`config.mk`:
```
export PLATFORM = sky130hd
export DESIGN_NAME = utf8_markdown_emoji_filter_flat
export DESIGN_NICKNAME = d
export VERILOG_FILES = /design/src/umef_pkg.sv /design/src/umef_if.sv /design/src/umef_front.sv /design/src/umef_queue.sv /design/src/umef_back.sv /design/src/utf8_markdown_emoji_filter.sv /design/src/flat_wrapper.sv
export VERILOG_INCLUDE_DIRS = /design/src /design/src/src
export SDC_FILE = /design/constraint.sdc
export NUM_CORES = 1
export LEC_CHECK = 0
export BUFFER_PORTS_ARGS = -buffer_cell sky130_fd_sc_hd__clkbuf_2
export CORE_MARGIN = 2
export CORE_UTILIZATION = 40
export DETAILED_ROUTE_END_ITERATION = 6
export RECOVER_POWER = 25
export SYNTH_ARGS = -nofsm -noshare
export SYNTH_HDL_FRONTEND = slang
export SYNTH_SLANG_ARGS = --single-unit
export TNS_END_PERCENT = 30
```
`constraint.sdc`:
```
create_clock -name clk -period 4.02 [get_ports clk]
set_input_delay 0.402 -clock clk [delete_from_list [all_inputs] [get_ports clk]]
set_output_delay 0.402 -clock clk [all_outputs]
set_load 0.01 [all_outputs]
```
`src/utf8_markdown_emoji_filter_defines.svh`:
```
// Assertion macros shared by the filter modules.
`ifndef UTF8_MARKDOWN_EMOJI_FILTER_DEFINES_SVH
`define UTF8_MARKDOWN_EMOJI_FILTER_DEFINES_SVH

// The consequent must hold in the same cycle as the antecedent.
`define UMEF_ASSERT_SAME(label, clk, rst_n, ante, cons) \
    label: assert property (@(posedge clk) disable iff (!rst_n) (ante) |-> (cons)) \
        else $error("umef assertion failed");

// The consequent must hold in the cycle after the antecedent.
`define UMEF_ASSERT_NEXT(label, clk, rst_n, ante, cons) \
    label: assert property (@(posedge clk) disable iff (!rst_n) (ante) |=> (cons)) \
        else $error("umef assertion failed");

`endif

```
`src/umef_pkg.sv`:
```
// Shared types and constants of the UTF-8 markdown and emoji filter.
`default_nettype none

package umef_pkg;

    // Most output bytes that one input byte can cause.
    localparam int MAX_BYTES = 4;

    // Default number of transactions held between front and back.
    localparam int QUEUE_DEPTH = 4;

    // Up to four output bytes and how many of them are in use.
    typedef struct packed {
        logic [MAX_BYTES-1:0][7:0] bytes;
        logic [2:0]                count;
    } umef_list_t;

    // One unit of work for the back end: the bytes of one input and its end mark.
    typedef struct packed {
        umef_list_t data;
        logic       last;
    } umef_job_t;

endpackage

`default_nettype wire

```
`src/umef_if.sv`:
```
// Valid/ready channel interfaces for the filter input and output streams.
`default_nettype none

interface umef_text_if;
    logic       valid;
    logic       ready;
    logic [7:0] text_byte;
    logic       string_last;

    modport source (output valid, output text_byte, output string_last, input ready);
    modport sink (input valid, input text_byte, input string_last, output ready);
endinterface

interface umef_result_if;
    logic       valid;
    logic       ready;
    logic [7:0] out_byte;
    logic       byte_valid;
    logic       run_last;
    logic       string_end;

    modport source (output valid, output out_byte, output byte_valid, output run_last,
                    output string_end, input ready);
    modport sink (input valid, input out_byte, input byte_valid, input run_last,
                  input string_end, output ready);
endinterface

`default_nettype wire

```
`src/umef_front.sv`:
```
// Front end: accepts bytes, tracks pending sequences and builds output byte lists.
`default_nettype none

module umef_front (
    input  wire logic        clk,
    input  wire logic        rst_n,
    umef_text_if.sink        text,
    output umef_pkg::umef_job_t push_job,
    output logic             push_valid,
    input  wire logic        push_ready
);

    // Markdown characters that are removed from plain ASCII text.
    localparam logic [7:0] MD_BACKTICK  = 8'h60;
    localparam logic [7:0] MD_STAR      = 8'h2A;
    localparam logic [7:0] MD_UNDERLINE = 8'h5F;
    localparam logic [7:0] MD_QUOTE     = 8'h3E;
    localparam logic [7:0] MD_HASH      = 8'h23;
    localparam logic [7:0] MD_PIPE      = 8'h7C;
    localparam logic [7:0] MD_TILDE     = 8'h7E;
    localparam logic [7:0] MD_BACKSLASH = 8'h5C;

    // Code point ranges that count as emoji.
    localparam logic [20:0] EMO_ZWJ       = 21'h0200D;
    localparam logic [20:0] EMO_PICTO_LO  = 21'h1F000;
    localparam logic [20:0] EMO_PICTO_HI  = 21'h1FAFF;
    localparam logic [20:0] EMO_MISC_LO   = 21'h02600;
    localparam logic [20:0] EMO_MISC_HI   = 21'h027BF;
    localparam logic [20:0] EMO_TECH_LO   = 21'h02300;
    localparam logic [20:0] EMO_TECH_HI   = 21'h023FF;
    localparam logic [20:0] EMO_ARROW2_LO = 21'h02B00;
    localparam logic [20:0] EMO_ARROW2_HI = 21'h02BFF;
    localparam logic [20:0] EMO_VSEL_LO   = 21'h0FE00;
    localparam logic [20:0] EMO_VSEL_HI   = 21'h0FE0F;
    localparam logic [20:0] EMO_ARROW_LO  = 21'h02190;
    localparam logic [20:0] EMO_ARROW_HI  = 21'h021FF;

    localparam logic [20:0] CP_ONE_LIMIT   = 21'h00080;
    localparam logic [20:0] CP_TWO_LIMIT   = 21'h00800;
    localparam logic [20:0] CP_THREE_LIMIT = 21'h10000;

    logic [7:0] held_bytes_reg [3];
    logic [7:0] held_bytes_next [3];
    logic [1:0] held_count_reg;
    logic [1:0] held_count_next;
    logic [2:0] seq_len_reg;
    logic [2:0] seq_len_next;

    logic                 accept;
    logic                 pending;
    logic [2:0]           need;
    logic [20:0]          cp_full;
    umef_pkg::umef_list_t list;

    function automatic logic is_markdown(input logic [7:0] b);
        return b inside {MD_BACKTICK, MD_STAR, MD_UNDERLINE, MD_QUOTE,
                         MD_HASH, MD_PIPE, MD_TILDE, MD_BACKSLASH};
    endfunction

    function automatic logic is_emoji(input logic [20:0] cp);
        return cp inside {EMO_ZWJ, [EMO_PICTO_LO:EMO_PICTO_HI], [EMO_MISC_LO:EMO_MISC_HI],
                          [EMO_TECH_LO:EMO_TECH_HI], [EMO_ARROW2_LO:EMO_ARROW2_HI],
                          [EMO_VSEL_LO:EMO_VSEL_HI], [EMO_ARROW_LO:EMO_ARROW_HI]};
    endfunction

    function automatic logic [2:0] lead_length(input logic [7:0] b);
        logic [2:0] len;
        len = 3'd0;
        if (b[7:5] == 3'b110) begin
            len = 3'd2;
        end else if (b[7:4] == 4'b1110) begin
            len = 3'd3;
        end else if (b[7:3] == 5'b11110) begin
            len = 3'd4;
        end
        return len;
    endfunction

    // Append one byte to a list; a full list keeps its contents.
    function automatic umef_pkg::umef_list_t add_byte(input umef_pkg::umef_list_t l,
                                                      input logic [7:0] b);
        umef_pkg::umef_list_t r;
        r = l;
        if (l.count < 3'(umef_pkg::MAX_BYTES)) begin
            r.bytes[l.count[1:0]] = b;
            r.count = l.count + 3'd1;
        end
        return r;
    endfunction

    // A lone byte: ASCII goes through the markdown filter, anything else goes out raw.
    function automatic umef_pkg::umef_list_t add_single(input umef_pkg::umef_list_t l,
                                                        input logic [7:0] b);
        umef_pkg::umef_list_t r;
        r = l;
        if (b[7] || !is_markdown(b)) begin
            r = add_byte(l, b);
        end
        return r;
    endfunction

    // Append every used byte of one list to another.
    function automatic umef_pkg::umef_list_t add_list(input umef_pkg::umef_list_t l,
                                                      input umef_pkg::umef_list_t s);
        umef_pkg::umef_list_t r;
        r = l;
        for (int k = 0; k < umef_pkg::MAX_BYTES; k++) begin
            if (3'(k) < s.count) begin
                r = add_byte(r, s.bytes[k]);
            end
        end
        return r;
    endfunction

    // Shortest-form UTF-8 of a code point; emoji give an empty list.
    function automatic umef_pkg::umef_list_t encode_cp(input logic [20:0] cp);
        umef_pkg::umef_list_t r;
        r = '0;
        if (!is_emoji(cp)) begin
            if (cp < CP_ONE_LIMIT) begin
                r.bytes[0] = cp[7:0];
                r.count = 3'd1;
            end else if (cp < CP_TWO_LIMIT) begin
                r.bytes[0] = {3'b110, cp[10:6]};
                r.bytes[1] = {2'b10, cp[5:0]};
                r.count = 3'd2;
            end else if (cp < CP_THREE_LIMIT) begin
                r.bytes[0] = {4'b1110, cp[15:12]};
                r.bytes[1] = {2'b10, cp[11:6]};
                r.bytes[2] = {2'b10, cp[5:0]};
                r.count = 3'd3;
            end else begin
                r.bytes[0] = {5'b11110, cp[20:18]};
                r.bytes[1] = {2'b10, cp[17:12]};
                r.bytes[2] = {2'b10, cp[11:6]};
                r.bytes[3] = {2'b10, cp[5:0]};
                r.count = 3'd4;
            end
        end
        return r;
    endfunction

    assign accept  = text.valid && text.ready;
    assign pending = (seq_len_reg != 3'd0) && (held_count_reg != 2'd0);
    assign need    = lead_length(text.text_byte);

    // Code point of a sequence that completes with the incoming byte.
    always_comb
    begin
        case (seq_len_reg)
            3'd2: cp_full = {10'd0, held_bytes_reg[0][4:0], text.text_byte[5:0]};
            3'd3: cp_full = {5'd0, held_bytes_reg[0][3:0], held_bytes_reg[1][5:0],
                             text.text_byte[5:0]};
            3'd4: cp_full = {held_bytes_reg[0][2:0], held_bytes_reg[1][5:0],
                             held_bytes_reg[2][5:0], text.text_byte[5:0]};
            default: cp_full = '0;
        endcase
    end

    // Classify the incoming byte and decide what it produces.
    always_comb
    begin
        list            = '0;
        held_bytes_next = held_bytes_reg;
        held_count_next = held_count_reg;
        seq_len_next    = seq_len_reg;
        if (accept) begin
            if (!pending) begin
                held_count_next = 2'd0;
                seq_len_next    = 3'd0;
                if (!text.text_byte[7]) begin
                    list = add_single(list, text.text_byte);
                end else if ((need != 3'd0) && !text.string_last) begin
                    held_bytes_next[0] = text.text_byte;
                    held_count_next    = 2'd1;
                    seq_len_next       = need;
                end else begin
                    list = add_byte(list, text.text_byte);
                end
            end else if (({1'b0, held_count_reg} + 3'd1) >= seq_len_reg) begin
                list            = encode_cp(cp_full);
                held_count_next = 2'd0;
                seq_len_next    = 3'd0;
            end else if (text.string_last) begin
                // The string ends inside a sequence: the lead goes out raw and the
                // rest, with the incoming byte, is filtered as a new short string.
                list = add_byte(list, held_bytes_reg[0]);
                if (held_count_reg == 2'd1) begin
                    list = add_single(list, text.text_byte);
                end else if (!held_bytes_reg[1][7]) begin
                    list = add_single(list, held_bytes_reg[1]);
                    list = add_single(list, text.text_byte);
                end else if (lead_length(held_bytes_reg[1]) == 3'd2) begin
                    list = add_list(list, encode_cp({10'd0, held_bytes_reg[1][4:0],
                                                     text.text_byte[5:0]}));
                end else begin
                    list = add_byte(list, held_bytes_reg[1]);
                    list = add_single(list, text.text_byte);
                end
                held_count_next = 2'd0;
                seq_len_next    = 3'd0;
            end else begin
                held_bytes_next[held_count_reg] = text.text_byte;
                held_count_next = held_count_reg + 2'd1;
            end
            if (text.string_last) begin
                held_count_next = 2'd0;
                seq_len_next    = 3'd0;
            end
        end
    end

    // Sequence control state.
    always_ff @(posedge clk or negedge rst_n)
    begin
        if (!rst_n) begin
            held_count_reg <= 2'd0;
            seq_len_reg    <= 3'd0;
        end else begin
            held_count_reg <= held_count_next;
            seq_len_reg    <= seq_len_next;
        end
    end

    // Held sequence bytes carry payload only.
    always_ff @(posedge clk)
    begin
        held_bytes_reg <= held_bytes_next;
    end

    assign text.ready     = push_ready;
    assign push_valid     = accept && ((list.count != 3'd0) || text.string_last);
    assign push_job.data  = list;
    assign push_job.last  = text.string_last;

endmodule

`default_nettype wire

```
`src/umef_queue.sv`:
```
// Short queue of byte-list transactions between the front and back ends.
`default_nettype none
`include "utf8_markdown_emoji_filter_defines.svh"

module umef_queue #(
    parameter int DEPTH = umef_pkg::QUEUE_DEPTH
) (
    input  wire logic                clk,
    input  wire logic                rst_n,
    input  wire umef_pkg::umef_job_t push_job,
    input  wire logic                push_valid,
    output logic                     push_ready,
    output umef_pkg::umef_job_t      pop_job,
    output logic                     pop_valid,
    input  wire logic                pop_ready
);

    localparam int PTR_W = (DEPTH > 1) ? $clog2(DEPTH) : 1;
    localparam int CNT_W = $clog2(DEPTH + 1);
    localparam logic [PTR_W-1:0] LAST_PTR = PTR_W'(DEPTH - 1);
    localparam logic [CNT_W-1:0] FULL_CNT = CNT_W'(DEPTH);

    umef_pkg::umef_job_t entries_reg [DEPTH];
    logic [PTR_W-1:0]    wr_ptr_reg;
    logic [PTR_W-1:0]    rd_ptr_reg;
    logic [CNT_W-1:0]    count_reg;
    logic                do_push;
    logic                do_pop;

    assign push_ready = (count_reg != FULL_CNT);
    assign pop_valid  = (count_reg != '0);
    assign do_push    = push_valid && push_ready;
    assign do_pop     = pop_valid && pop_ready;
    assign pop_job    = entries_reg[rd_ptr_reg];

    // Pointer and fill tracking.
    always_ff @(posedge clk or negedge rst_n)
    begin
        if (!rst_n) begin
            wr_ptr_reg <= '0;
            rd_ptr_reg <= '0;
            count_reg  <= '0;
        end else begin
            if (do_push) begin
                wr_ptr_reg <= (wr_ptr_reg == LAST_PTR) ? '0 : wr_ptr_reg + 1'b1;
            end
            if (do_pop) begin
                rd_ptr_reg <= (rd_ptr_reg == LAST_PTR) ? '0 : rd_ptr_reg + 1'b1;
            end
            if (do_push && !do_pop) begin
                count_reg <= count_reg + 1'b1;
            end else if (do_pop && !do_push) begin
                count_reg <= count_reg - 1'b1;
            end
        end
    end

    // Entry storage.
    always_ff @(posedge clk)
    begin
        if (do_push) begin
            entries_reg[wr_ptr_reg] <= push_job;
        end
    end

    // Simultaneous push and pop leave the fill level unchanged.
    `UMEF_ASSERT_NEXT(a_fill_steady, clk, rst_n, do_push && do_pop, count_reg == $past(count_reg))

endmodule

`default_nettype wire

```
`src/umef_back.sv`:
```
// Back end: takes byte-list transactions and delivers them one result at a time.
`default_nettype none
`include "utf8_markdown_emoji_filter_defines.svh"

module umef_back (
    input  wire logic                clk,
    input  wire logic                rst_n,
    input  wire umef_pkg::umef_job_t pop_job,
    input  wire logic                pop_valid,
    output logic                     pop_ready,
    umef_result_if.source            filtered
);

    umef_pkg::umef_job_t cur_reg;
    logic                busy_reg;
    logic [1:0]          idx_reg;
    logic                fire;
    logic                final_item;
    logic                load;

    assign fire       = filtered.valid && filtered.ready;
    assign final_item = (cur_reg.data.count == 3'd0) ||
                        ({1'b0, idx_reg} == (cur_reg.data.count - 3'd1));
    assign pop_ready  = !busy_reg || (fire && final_item);
    assign load       = pop_valid && pop_ready;

    // Current transaction and position within it.
    always_ff @(posedge clk or negedge rst_n)
    begin
        if (!rst_n) begin
            busy_reg <= 1'b0;
            idx_reg  <= 2'd0;
        end else begin
            if (load) begin
                busy_reg <= 1'b1;
                idx_reg  <= 2'd0;
            end else if (fire && final_item) begin
                busy_reg <= 1'b0;
            end else if (fire) begin
                idx_reg <= idx_reg + 2'd1;
            end
        end
    end

    always_ff @(posedge clk)
    begin
        if (load) begin
            cur_reg <= pop_job;
        end
    end

    // Result fields come straight from the held transaction.
    assign filtered.valid      = busy_reg;
    assign filtered.byte_valid = (cur_reg.data.count != 3'd0);
    assign filtered.out_byte   = (cur_reg.data.count != 3'd0) ? cur_reg.data.bytes[idx_reg]
                                                              : 8'd0;
    assign filtered.run_last   = final_item;
    assign filtered.string_end = final_item && cur_reg.last;

    // An end-only marker is only ever queued for the last byte of a string.
    `UMEF_ASSERT_SAME(a_marker_at_end, clk, rst_n,
                      busy_reg && (cur_reg.data.count == 3'd0), cur_reg.last)
    // The byte position never runs past the bytes of the transaction.
    `UMEF_ASSERT_SAME(a_idx_in_range, clk, rst_n,
                      busy_reg && (cur_reg.data.count != 3'd0),
                      3'(idx_reg) < cur_reg.data.count)
    // A delivered byte that is not the final one advances to the next byte.
    `UMEF_ASSERT_NEXT(a_idx_advance, clk, rst_n, fire && !final_item,
                      busy_reg && (idx_reg == $past(idx_reg) + 2'd1))

endmodule

`default_nettype wire

```
`src/utf8_markdown_emoji_filter.sv`:
```
// UTF-8 markdown and emoji filter, top level.
// Channel text carries one raw byte per transaction (text_byte) with
// string_last set on the final byte of a string. Channel filtered carries
// one result per transaction: out_byte with byte_valid, run_last on the final
// result caused by an input byte, and string_end on the final result of a
// string. An input that yields nothing on the last byte of a string gives one
// end-only marker with byte_valid low.
// An accepted byte is registered in the queue, then in the back end, before
// its first result appears. The front end takes one byte per cycle while the
// queue has room; the back end delivers one result per cycle while the
// receiver takes them, so the queue of QUEUE_DEPTH transactions absorbs
// bytes that expand into several results. Sustained throughput is one byte
// per cycle while the output keeps up. When the receiver stalls, the current
// result holds and the queue fills; text.ready falls only once it is full.
// Reset clears the pending sequence, empties the queue and drops any result
// that was waiting to be taken.
`default_nettype none

module utf8_markdown_emoji_filter #(
    parameter int QUEUE_DEPTH = umef_pkg::QUEUE_DEPTH
) (
    input  wire logic     clk,
    input  wire logic     rst_n,
    umef_text_if.sink     text,
    umef_result_if.source filtered
);

    umef_pkg::umef_job_t push_job;
    logic                push_valid;
    logic                push_ready;
    umef_pkg::umef_job_t pop_job;
    logic                pop_valid;
    logic                pop_ready;

    umef_front u_front (
        .clk        (clk),
        .rst_n      (rst_n),
        .text       (text),
        .push_job   (push_job),
        .push_valid (push_valid),
        .push_ready (push_ready)
    );

    umef_queue #(
        .DEPTH (QUEUE_DEPTH)
    ) u_queue (
        .clk        (clk),
        .rst_n      (rst_n),
        .push_job   (push_job),
        .push_valid (push_valid),
        .push_ready (push_ready),
        .pop_job    (pop_job),
        .pop_valid  (pop_valid),
        .pop_ready  (pop_ready)
    );

    umef_back u_back (
        .clk       (clk),
        .rst_n     (rst_n),
        .pop_job   (pop_job),
        .pop_valid (pop_valid),
        .pop_ready (pop_ready),
        .filtered  (filtered)
    );

endmodule

`default_nettype wire

```
`src/flat_wrapper.sv`:
```
// flat-port wrapper written by rule: the top's interface ports become plain ports
module utf8_markdown_emoji_filter_flat 
#(
    parameter int QUEUE_DEPTH = umef_pkg::QUEUE_DEPTH
)
  (clk, rst_n, text_valid, text_text_byte, text_string_last, text_ready, filtered_valid, filtered_out_byte, filtered_byte_valid, filtered_run_last, filtered_string_end, filtered_ready);
  umef_text_if text_i ();
  umef_result_if filtered_i ();
  input  wire logic clk;
  input  wire logic rst_n;
  input wire logic [$bits(text_i.valid)-1:0] text_valid;
  input wire logic [$bits(text_i.text_byte)-1:0] text_text_byte;
  input wire logic [$bits(text_i.string_last)-1:0] text_string_last;
  output wire logic [$bits(text_i.ready)-1:0] text_ready;
  output wire logic [$bits(filtered_i.valid)-1:0] filtered_valid;
  output wire logic [$bits(filtered_i.out_byte)-1:0] filtered_out_byte;
  output wire logic [$bits(filtered_i.byte_valid)-1:0] filtered_byte_valid;
  output wire logic [$bits(filtered_i.run_last)-1:0] filtered_run_last;
  output wire logic [$bits(filtered_i.string_end)-1:0] filtered_string_end;
  input wire logic [$bits(filtered_i.ready)-1:0] filtered_ready;
  assign text_i.valid = text_valid;
  assign text_i.text_byte = text_text_byte;
  assign text_i.string_last = text_string_last;
  assign text_ready = text_i.ready;
  assign filtered_valid = filtered_i.valid;
  assign filtered_out_byte = filtered_i.out_byte;
  assign filtered_byte_valid = filtered_i.byte_valid;
  assign filtered_run_last = filtered_i.run_last;
  assign filtered_string_end = filtered_i.string_end;
  assign filtered_i.ready = filtered_ready;
  utf8_markdown_emoji_filter #(.QUEUE_DEPTH(QUEUE_DEPTH)) u_core (.clk(clk), .rst_n(rst_n), .text(text_i), .filtered(filtered_i));
endmodule
```
# Word-level counts from Yosys, hierarchy flattened
# Memory sizes are Yosys's and may differ from the RTL's. A register that Yosys moved wholly into a read port is not among the register bits.
# Cells that the tools add are included.
totals:
  regBits: 39
  ramBits: 144
  in_bits: 13
  out_inout_bits: 13
  wordCells: 325
  n_memories: 1
op_classes:
  add_sub_neg: 14
  magnitude_cmp: 54
  n_eq_ne: 36
  muxes: 146
  bitwise: 3
  reduce_logical: 61
mem_list:
  columns: ["memory", "depth", "word_bits", "rd", "rd_ports_with_merged_regs", "wr", "line_no", "source"]
  rows:
  - ["u_core.u_queue.entries_reg", 4, 36, 1, 1, 1, "umef_queue.sv:23", "umef_pkg::umef_job_t entries_reg [DEPTH];"]
op_table:
  columns: ["operator", "n"]
  rows:
  - ["$mux W35", 66]
  - ["$bwmux W32", 8]
  - ["$demux W8 S2", 7]
  - ["$mux W8", 14]
  - ["$ge A21 B14 Y1 const B", 4]
  - ["$le A21 B14 Y1 const B", 4]
  - ["$eq A8 B7 Y1 const B", 10]
  - ["$mux W11", 7]
  - ["$mux W24", 3]
  - ["$pmux W21 S3", 1]
  - ["$mux W3", 19]
  - ["$ge A11 B14 Y1 const B", 4]
  - ["$le A11 B14 Y1 const B", 4]
  - ["$eq A8 B6 Y1 const B", 6]
  - ["$mux W19", 2]
  - ["$logic_and A1 B1 Y1", 30]
  - ["$mux W25", 1]
  - ["$bwmux W24", 1]
  - ["$add A3 B1 Y3 const B", 7]
  - ["$eq A21 B14 Y1 const B", 1]
  - ["$ge A21 B16 Y1 const B", 1]
  - ["$ge A21 B17 Y1 const B", 1]
  - ["$le A21 B16 Y1 const B", 1]
  - ["$le A21 B17 Y1 const B", 1]
  - ["47 further kinds", 111]

# Logic depth before layout (Yosys ltp)
# Gate-level depths: netlist (run 1).
logic_depth:
  ltp_word: 78
  ltp_mapped: 17
  mapped_depth_nobuf: 16

# Modules after synthesis
# Synthesis (run 1) repeated with hierarchy kept, for this count alone.
hier_totals:
  cells_unflattened: 732
  hier_area_um2: 10395.0
by_module_without_submodules:
  columns: ["module", "instances", "cells_each", "area_each_um2", "seq_area_each_um2"]
  rows:
  - ["umef_queue", 1, 225, 5642.9, 4499.3]
  - ["umef_front", 1, 414, 3100.5, 785.8]
  - ["umef_back", 1, 93, 1651.6, 1156.1]

# Least setup slack after synthesis (run 1)
# No wires, ideal clock.
synth_path:
  path_type: "input port to flip-flop"
  startpoint: "in text_text_byte[2]"
  endpoint: "mem u_core.u_queue.entries_reg[3][0] (netlist name), enable pin"
  setup_time_ns: 0.394
  t_arrival_ns: 3.197
  required_ns: 3.626
  setup_slack_ns: 0.429
  cell_stages: 11
  path_buffers: 1
  cell_sequence: "clkbuf_1 > o221a_2 > o211ai_1 > inv_1 > ha_1 > nand2_1 > and3_1 > and3_1 > o311ai_1 > o21ai_1 > and2_1"
synth_between:
  elab_chain_cells: 56
  word_cells_on_any_way: 124
  cone_classes: "add/sub (3); order compare (35); eq/ne (9); mux (56); reduce/logical (21)"
synth_lines:
  columns: ["item", "line_no", "source"]
  rows:
  - ["start, declared", "flat_wrapper.sv:12", "input wire logic [$bits(text_i.text_byte)-1:0] text_text_byte;"]
  - ["$ge A11 B17 Y1, or another cell as far along", "umef_front.sv:61", "return cp inside {EMO_ZWJ, [EMO_PICTO_LO:EMO_PICTO_HI], [EMO_MISC_LO:EMO_MISC_HI],"]
  - ["$logic_and A1 B1 Y1", "umef_front.sv:61", null]
  - ["$reduce_bool A7 Y1", "umef_front.sv:61", null]
  - ["$mux W19", "umef_front.sv:119", "if (!is_emoji(cp)) begin"]
  - ["$mux W35", "umef_front.sv:193", "end else if (lead_length(held_bytes_reg[1]) == 3'd2) begin"]
  - ["$mux W35", "umef_front.sv:190", "end else if (!held_bytes_reg[1][7]) begin"]
  - ["$mux W35", "umef_front.sv:188", "if (held_count_reg == 2'd1) begin"]
  - ["$mux W35", "umef_front.sv:184", "end else if (text.string_last) begin"]
  - ["[41 not listed]", null, null]
  - ["$mux W35 *", "umef_front.sv:167", "if (accept) begin"]
  - ["$reduce_bool A3 Y1 *", "umef_front.sv:232", "assign push_valid = accept && ((list.count != 3'd0) || text.string_last);"]
  - ["$logic_or A1 B1 Y1 *", "umef_front.sv:232", null]
  - ["$logic_and A1 B1 Y1 *", "umef_front.sv:232", null]
  - ["$logic_and A1 B1 Y1 *", "umef_queue.sv:32", "assign do_push = push_valid && push_ready;"]
  - ["named net u_core.u_queue.do_push", "umef_queue.sv:27", "logic do_push;"]
  - ["$mux W1 *", "umef_queue.sv:61", "if (do_push) begin"]
  - ["$mux W1 (not written as such) *", "umef_queue.sv:62", "entries_reg[wr_ptr_reg] <= push_job;"]
  - ["end, declared", "umef_queue.sv:23", null]
# Mark *: on every way through the listed nets, which the timed path passes. The rest lies on a longest branch. The select of a mux whose other input is x is not followed.

# Final worst setup path (run 1)
layout_path:
  startpoint: "reg u_core.u_front.seq_len_reg[0]"
  endpoint: "reg u_core.u_queue.count_reg[1]"
layout_between:
  elab_chain_cells: 17
  word_cells_on_any_way: 46
  cone_classes: "order compare (16); eq/ne (4); mux (9); reduce/logical (17)"
layout_lines:
  columns: ["item", "line_no", "source"]
  rows:
  - ["start, declared", "umef_front.sv:46", "logic [2:0] seq_len_reg;"]
  - ["start signal, assigned", "umef_front.sv:221", "seq_len_reg <= seq_len_next;"]
  - ["$eq A3 B3 Y1 / $eq A3 B2 Y1 (equally long branches)", "umef_front.sv:150", "case (seq_len_reg)"]
  - ["$pmux W21 S3", "umef_front.sv:150", null]
  - ["$lt A21 B17 Y1", "umef_front.sv:127", "end else if (cp < CP_THREE_LIMIT) begin"]
  - ["$mux W25", "umef_front.sv:127", null]
  - ["$mux W19", "umef_front.sv:123", "end else if (cp < CP_TWO_LIMIT) begin"]
  - ["$mux W11", "umef_front.sv:120", "if (cp < CP_ONE_LIMIT) begin"]
  - ["$mux W35", "umef_front.sv:119", null]
  - ["$mux W35", "umef_front.sv:180", "end else if (({1'b0, held_count_reg} + 3'd1) >= seq_len_reg) begin"]
  - ["[2 not listed]", null, null]
  - ["$reduce_bool A3 Y1 *", "umef_front.sv:232", null]
  - ["$logic_or A1 B1 Y1 *", "umef_front.sv:232", null]
  - ["$logic_and A1 B1 Y1 *", "umef_front.sv:232", null]
  - ["$logic_and A1 B1 Y1 *", "umef_queue.sv:32", null]
  - ["named net u_core.u_queue.do_push", "umef_queue.sv:27", null]
  - ["$logic_not A1 Y1", "umef_queue.sv:52", "end else if (do_pop && !do_push) begin"]
  - ["$logic_and A1 B1 Y1", "umef_queue.sv:52", null]
  - ["$reduce_bool A2 Y1 (no source line)", null, null]
  - ["end signal, assigned", "umef_queue.sv:51", "count_reg <= count_reg + 1'b1;"]
  - ["end signal, assigned", "umef_queue.sv:53", "count_reg <= count_reg - 1'b1;"]
  - ["end, declared", "umef_queue.sv:26", "logic [CNT_W-1:0] count_reg;"]
# Mark *: on every way through the listed nets, which the timed path passes. The rest lies on a longest branch.
# A chain may end at the register's enable or synchronous reset.

==> results by group, run 1 <==
Synthesis
  • Synthesized net count: 730
  • Synth area leader: edfxtp_1
  • Register area share after synthesis: 62.45%
  • Synthesized flop and latch total: between 200 and 250
  • Ranking of synthesized cells by area: edfxtp_1 (59%), mux4_2 (9.4%), dfrtp_1 (3.8%)
  • Ys flop type: edfxtp_1
  • Cell area after synthesis: around 0.01 mm2
  • Synth top area share: around 59%
  • Synth Warn #: 0
  • Number of library cell types mapped by synthesis: between 60 and 70
  • Post-synth EDFFs: ~190
  • Syn Inst Count: 700
  • FFs w/ async S/R, synth: under 10%
  • Avg Inst Size Synth: 14.05 um2

Critical path
  • Crit. End Element: flip-flop
  • Worst EP required: roughly 4.4 ns
  • CP Class: flip-flop to flip-flop
  • Startpoint Class: flip-flop
  • Crit-path max FO: 11
  • Arrival time of the worst setup path: between 4 and 5 ns

Clock network
  • Worst skew pair latency: approximately 0.53 ns
  • TritonCTS clock tree: yes
  • CTS Buffer Depth: 3
  • Root buffer cell: clkbuf_16
  • Max H-tree Level: 1
  • Clock Pin Slew Worst Setup and Hold Paths: about 0.060 ns
  • Cts bufs inserted: 23
  • Clk sinks: roughly 210

Layout
  • Non-Filler Instances: roughly 1.1k
  • Max FFs per register: 136
  • Fillers: roughly 2.2k
  • Area added between synthesis and finish: 14.26%
  • Leading cell type in the layout, fill and taps excluded: edfxtp_1
  • Multi-input combinational cell area: around 0.0034 mm2
  • Most frequent cells in the layout: edfxtp_1 (192), nand2_1 (45), nor2_1 (41), mux4_2 (41), buf_4 (35)
  • Layout cells sized above 1: 18.70%
  • Final Util: 46.34%
  • ANT cells: 0
  • Nets: ~780
  • Register area: around 0.0061 mm2

Timing
  • RSZ-0062 raised after global routing: no
  • Endpoints failing setup: 0
  • Max Clock Freq: 266.5 MHz
  • Final period utilization: 93.34%
  • Max Slew Vio Count: 0
  • Worst Tran Pin Value: about 1.5 ns
  • Final Hold Vio Count: 0
  • Min Tclk post-route: ~3.8 ns
  • Final worst slack: about 0.27 ns
  • Hold WS: about 0.20 ns
  • Total negative setup slack: 0 ns
  • Worst rel slew slack: 0.5195%
  • Fin Clk Skew: 0.01627 ns

Die
  • Initial Utilization: slightly above 40%
  • Die width: 160.8 um
  • IO Pins: 26
  • Placeable core area: 0.02425 mm2
  • DIE AREA: 0.02585 mm2
  • Core Rows: between 50 and 60
  • Die Y: between 150 and 200 um

Placed design
  • Pre-CTS WS: roughly 0.28 ns
  • DP HPWL: between 15 and 20 mm
  • Routability Congestion: 0.9576
  • Port Buffer Count: 25
  • Dpl cells: about 1.1k

Drt
  • Wire per inst: roughly 23 um
  • Drt first-iter violations: roughly 620
  • DRC: 0
  • DRT Pass-1 Iters: 5
  • Total wire length: 25.49 mm
  • Final ANT Viol Nets: 0
  • Vias/cell: 5.921
  • Vias: around 6.5k

Status
  • Failing checks: max-capacitance violations
  • Status: finished with violations

GRT
  • Vias in the first global route: around 6.5k
  • GR Overflow Total: 0
  • GRT Total Usage: about a fifth
  • Initial antenna violation count: 0
  • First-pass GRT wire length: 39.03 mm
  • Largest net degree at the start of global routing: 35

Worst hold path
  • Worst Hold Class: input pin to flip-flop

Job
  • Max-Cap Viols: 1

Pwr
  • Lkg Pwr: about 3.8 nW
  • IR drop worst, VDD: about 280 uV
  • P per Cell Area: between 600 and 700 mW/mm2
[synthesized netlist by cell type (all sizes together) (4+ instances only)]
master / instances
mux2: 9
nor2b: 14
a221oi: 6
and2: 13
clkbuf: 35
buf: 11
mux2i: 5
edfxtp: 192
a211oi: 6
nor4: 9
a21oi: 31
o211ai: 6
nand3: 13
dfrtp: 15
nor2: 41
o2bb2ai: 4
a22oi: 15
nand2b: 8
ha: 16
a22o: 7
nand4: 7
mux4: 41
a31oi: 9
nand2: 46
o22ai: 12
and3: 7
nor3: 25
o21ai: 25
inv: 21
[worst max-delay path, stage by stage (launching register included)]
cell and delay [ns]:
dfrtp_1 0.48, nor3b_4 0.46, buf_4 0.24, a22o_1 0.23, nand4_1 0.14, or4_1 0.42, a2111o_1 0.40, nand3_1 0.16
o21ai_1 0.13, ha_1 0.23, inv_1 0.07, fa_1 0.40, mux2_2 0.27
[final timing paths]
| check | startpoint | slack [ns] | to | cells after the start |
|---|---|---|---|---|
| worst max-delay path | u_core.u_front.seq_len_reg[0]$_DFFE_PN0P_ | 0.27 | u_core.u_queue.count_reg[1]$_DFFE_PN0P_ | 12 |
| worst min-delay path | filtered_ready | 0.20 | u_core.u_back.filtered.valid$_DFFE_PN0P_ | 4 |
| worst max register to register | u_core.u_front.seq_len_reg[0]$_DFFE_PN0P_ | 0.27 | u_core.u_queue.count_reg[1]$_DFFE_PN0P_ | 12 |
| worst min register to register | u_core.u_queue.count_reg[2]$_DFFE_PN0P_ | 0.51 | u_core.u_queue.count_reg[2]$_DFFE_PN0P_ | 1 |
| max in group asynchronous | rst_n | 2.78 | u_core.u_queue.rd_ptr_reg[0]$_DFFE_PN0P_ | 2 |
| min in group asynchronous | rst_n | 0.60 | u_core.u_queue.count_reg[1]$_DFFE_PN0P_ | 2 |
[report_power, final]
| part | internal [mW] | total [mW] | switching (mW) |
|---|---|---|---|
| logic | 0.830 | 1.80 | 0.966 |
| registers | 2.87 | 3.11 | 0.240 |
| clock network | 1.13 | 1.96 | 0.836 |
[cell type report]
type	count	share of cell area (%)
Clock inverter	13	0.9577
Tap cell	324	3.608
Multi-Input combinational cell	426	30.39
Clock buffer	29	5.323
Inverter	21	0.7016
Sequential cell	207	54.65
Timing Repair Buffer	74	4.365
[cells by family (layout without fill, tap and decap cells)]
group | Yosys count | after routing | synth area share (%)
buf+inv | 67 | 137 | 2.876
mux | 55 | 55 | 10.93
fa+ha+maj | 17 | 17 | 2.239
compound gates | 151 | 151 | 10.59
xor+xnor | 5 | 5 | 0.4454
simple gates | 198 | 198 | 10.47
flops | 207 | 207 | 62.45
[metal layers]
layer,track usage [%],share of wire [%]
met3,3.254,6.7
met5,0,0
met4,7.265,3.8
met1,27.11,43
met2,31.76,47
[through the flow]
step                      power (mW)  instance area, um2
after detailed placement       5.024               10580
after global routing           7.205               11240
after global placement         4.950               10580
after floorplan                4.343                9833
after CTS                      6.992               11290
final                          6.872               11240
[timing repair]
| action | CTS | global route |
|---|---|---|
| gates resized for setup | 0 | 1 |
| endpoints found under the hold margin | 15 | 0 |
| setup endpoints to repair | 0 | 2 |
| hold buffers | 1 | 0 |
| setup buffers | 0 | 0 |
Power figures use the tool's default switching activity.
==> inputs of run 2 (changes only) <==
- PLACE_DENSITY_LB_ADDON: not set -> 0.12
==> run 2 against run 1 <==
Effect of this change: the flow finishes with violations (max-capacitance violations, max-slew violations); sequential power about the same; combinational power hardly changed; design area is 0.89% higher; largest cell class unchanged.
==> results by group, run 2 (same netlist as run 1, synthesis figures left out) <==
Timing
  • Fin Clk Skew: 0.02863 ns (+0.01235 ns)
  • Endpoints failing setup: 0 (unchanged)
  • Max Clock Freq: 270.7 MHz (+1.6%)
  • Final Hold Vio Count: 0 (unchanged)
  • Worst rel slew slack: -23.30% (-24 points)
  • Final worst slack: 0.3258 ns (+0.05798 ns)
  • Final period utilization: 91.90% (-1.4 points)
  • Min Tclk post-route: 3.694 ns (-0.05797 ns)
  • Worst Tran Pin Value: 1.849 ns (+0.3572 ns)
  • Total negative setup slack: 0 ns (unchanged)
  • RSZ-0062 raised after global routing: no
  • Max Slew Vio Count: 29 (+29)

Pwr
  • P per Cell Area: 621.3 mW/mm2 (+1.6%)
  • Lkg Pwr: 3.908 nW (+1.6%)
  • Pwr Total: 7.043 mW (+2.5%)
  • IR drop worst, VDD: 363.9 uV (+31%)

Critical path
  • Crit. End Element: flip-flop
  • Startpoint Class: flip-flop
  • Arrival time of the worst setup path: 4.15 ns (-0.02 ns)
  • CP Class: flip-flop to flip-flop
  • Cell family with most CP delay: compound AO/OA/AOI/OAI gates
  • Buffers plus inverters on the worst setup path: 3 (+1)
  • Slowest CP cell: dfrtp_1
  • Worst EP required: 4.47 ns (+0.03 ns)
  • Crit-path max FO: 7 (-4)
  • Slowest cell delay on critical path: 0.51 ns (+0.03 ns)
  • Crit path cell chain: buf_4, mux2_2, a22oi_1, buf_4, nor4_1, a21oi_1, o311ai_1, o21ai_1, ha_1, inv_1, fa_1, xor2_1, nor2_1, xor2_1

Die
  • Core Rows: 57 (unchanged)
  • DIE AREA: 0.02585 mm2 (unchanged)
  • IO Pins: 26 (unchanged)
  • Initial Utilization: 40.55% (unchanged)
  • Die Y: 160.8 um (unchanged)
  • Placeable core area: 0.02425 mm2 (unchanged)
  • Die width: 160.8 um (unchanged)

Placed design
  • Routability Congestion: 0.9532 (-0.46%)
  • Area after DPL: 0.01060 mm2 (+0.21%)
  • Pre-CTS WS: 0.1578 ns (-0.1206 ns)
  • DP HPWL: 17.59 mm (+1.5%)
  • Port Buffer Count: 25 (unchanged)

Clock network
  • TritonCTS clock tree: yes
  • Root buffer cell: clkbuf_16
  • Post-CTS Setup Bufs: 0 (unchanged)
  • Clock Pin Slew Worst Setup and Hold Paths: 0.06 ns (about the same)
  • Clk sinks: 207 (unchanged)
  • CTS Buffer Depth: 3 (unchanged)
  • Worst skew pair latency: 0.53 ns (about the same)
  • Max H-tree Level: 1 (unchanged)
  • Cts bufs inserted: 23 (unchanged)

Job
  • Max-Cap Viols: 1 (unchanged)

Layout
  • Most frequent cells in the layout: edfxtp_1 (192), nand2_1 (45), nor2_1 (41), mux4_2 (41), buf_4 (36)
  • Fillers: 2189 (-0.68%)
  • Nets: 786 (+0.38%)
  • Leading cell type in the layout, fill and taps excluded: edfxtp_1
  • Layout cells sized above 1: 19.79% (+1.1 points)
  • ANT cells: 0 (unchanged)
  • Design Area, Final: 0.01134 mm2 (+0.89%)
  • Multi-input combinational cell area: 0.003420 mm2 (+0.15%)
  • Area added between synthesis and finish: 15.28%
  • Register area: 0.006141 mm2 (unchanged)
  • Max FFs per register: 136 (unchanged)

Worst hold path
  • Worst Hold Class: input pin to flip-flop

GRT
  • Initial antenna violation count: 0 (unchanged)
  • GR Overflow Total: 0 (unchanged)
  • GRT Total Usage: 20.04% (+0.35 points)
  • Largest net degree at the start of global routing: 37 (+5.7%)
  • First-pass GRT wire length: 39.58 mm (+1.4%)
  • Vias in the first global route: 6534 (-0.15%)

Drt
  • Wire per inst: 23.42 um (+0.51%)
  • Drt first-iter violations: 534 (-14%)
  • DRC: 0 (unchanged)
  • Vias: 6295 (-2.8%)
  • Total wire length: 25.70 mm (+0.79%)
  • Vias/cell: 5.738 (-3.1%)
  • DRT Pass-1 Iters: 5 (unchanged)
  • Final ANT Viol Nets: 0 (unchanged)

Status
  • Failing checks: max-capacitance violations, max-slew violations
  • Status: finished with violations
## run 2: worst min-delay path, stage by stage
cell	delay, ns
clkbuf_2	0.11
nand2_1	0.07
nand2_1	0.07
nand2_1	0.06
## run 2: final timing paths
check | slack, ns | end | startpoint | depth (start not counted)
worst min register to register | 0.50 | u_core.u_queue.count_reg[2]$_DFFE_PN0P_ | u_core.u_queue.count_reg[2]$_DFFE_PN0P_ | 1
max in group asynchronous | 2.76 | u_core.u_queue.rd_ptr_reg[0]$_DFFE_PN0P_ | rst_n | 2
worst max-delay path | 0.33 | u_core.u_queue.count_reg[2]$_DFFE_PN0P_ | u_core.u_front.seq_len_reg[0]$_DFFE_PN0P_ | 14
worst max register to register | 0.33 | u_core.u_queue.count_reg[2]$_DFFE_PN0P_ | u_core.u_front.seq_len_reg[0]$_DFFE_PN0P_ | 14
worst min-delay path | 0.24 | u_core.u_back.filtered.valid$_DFFE_PN0P_ | filtered_ready | 4
min in group asynchronous | 0.60 | u_core.u_front.seq_len_reg[1]$_DFFE_PN0P_ | rst_n | 2
## run 2: power breakdown
part | leakage [nW] | internal, mW | total [mW] | switching [mW]
Combinational | 1.50 | 0.830 | 1.83 | 1.00
Clock | 0.393 | 1.30 | 2.13 | 0.832
Sequential | 2.02 | 2.88 | 3.08 | 0.206
## run 2: cell type report
class                           count  share of cell area [%]
Sequential cell                   207                   54.17
Multi-Input combinational cell    426                   30.17
Clock buffer                       33                   5.938
Timing Repair Buffer               77                   4.481
Tap cell                          324                   3.576
Clock inverter                      9                  0.9713
Inverter                           21                  0.6954
## run 2: through the flow
stage               instances  util, %  hold slack, ns
floorplan                 700        -          0.1064
global placement         1054    43.70          0.3716
detailed placement       1054    43.70          0.3889
CTS                      1097    46.98          0.1708
global route             1097    46.75          0.2703
finish                   1097    46.75          0.2351
## run 2: routing by layer
metal	vias up	part of all wire [%]	GRT usage (%)
met1	3158	45	27.98
met5	-	0	0
met4	0	3.6	7.143
met2	198	47	32.23
li1	2889	-	-
met3	50	4.8	2.996
## run 2: repair_timing
| item | in CTS | in global routing |
|---|---|---|
| endpoints found under the hold margin | 15 | 0 |
| setup endpoints to repair | 0 | 2 |
| gates resized for setup | 0 | 2 |
| hold buffers | 1 | 0 |
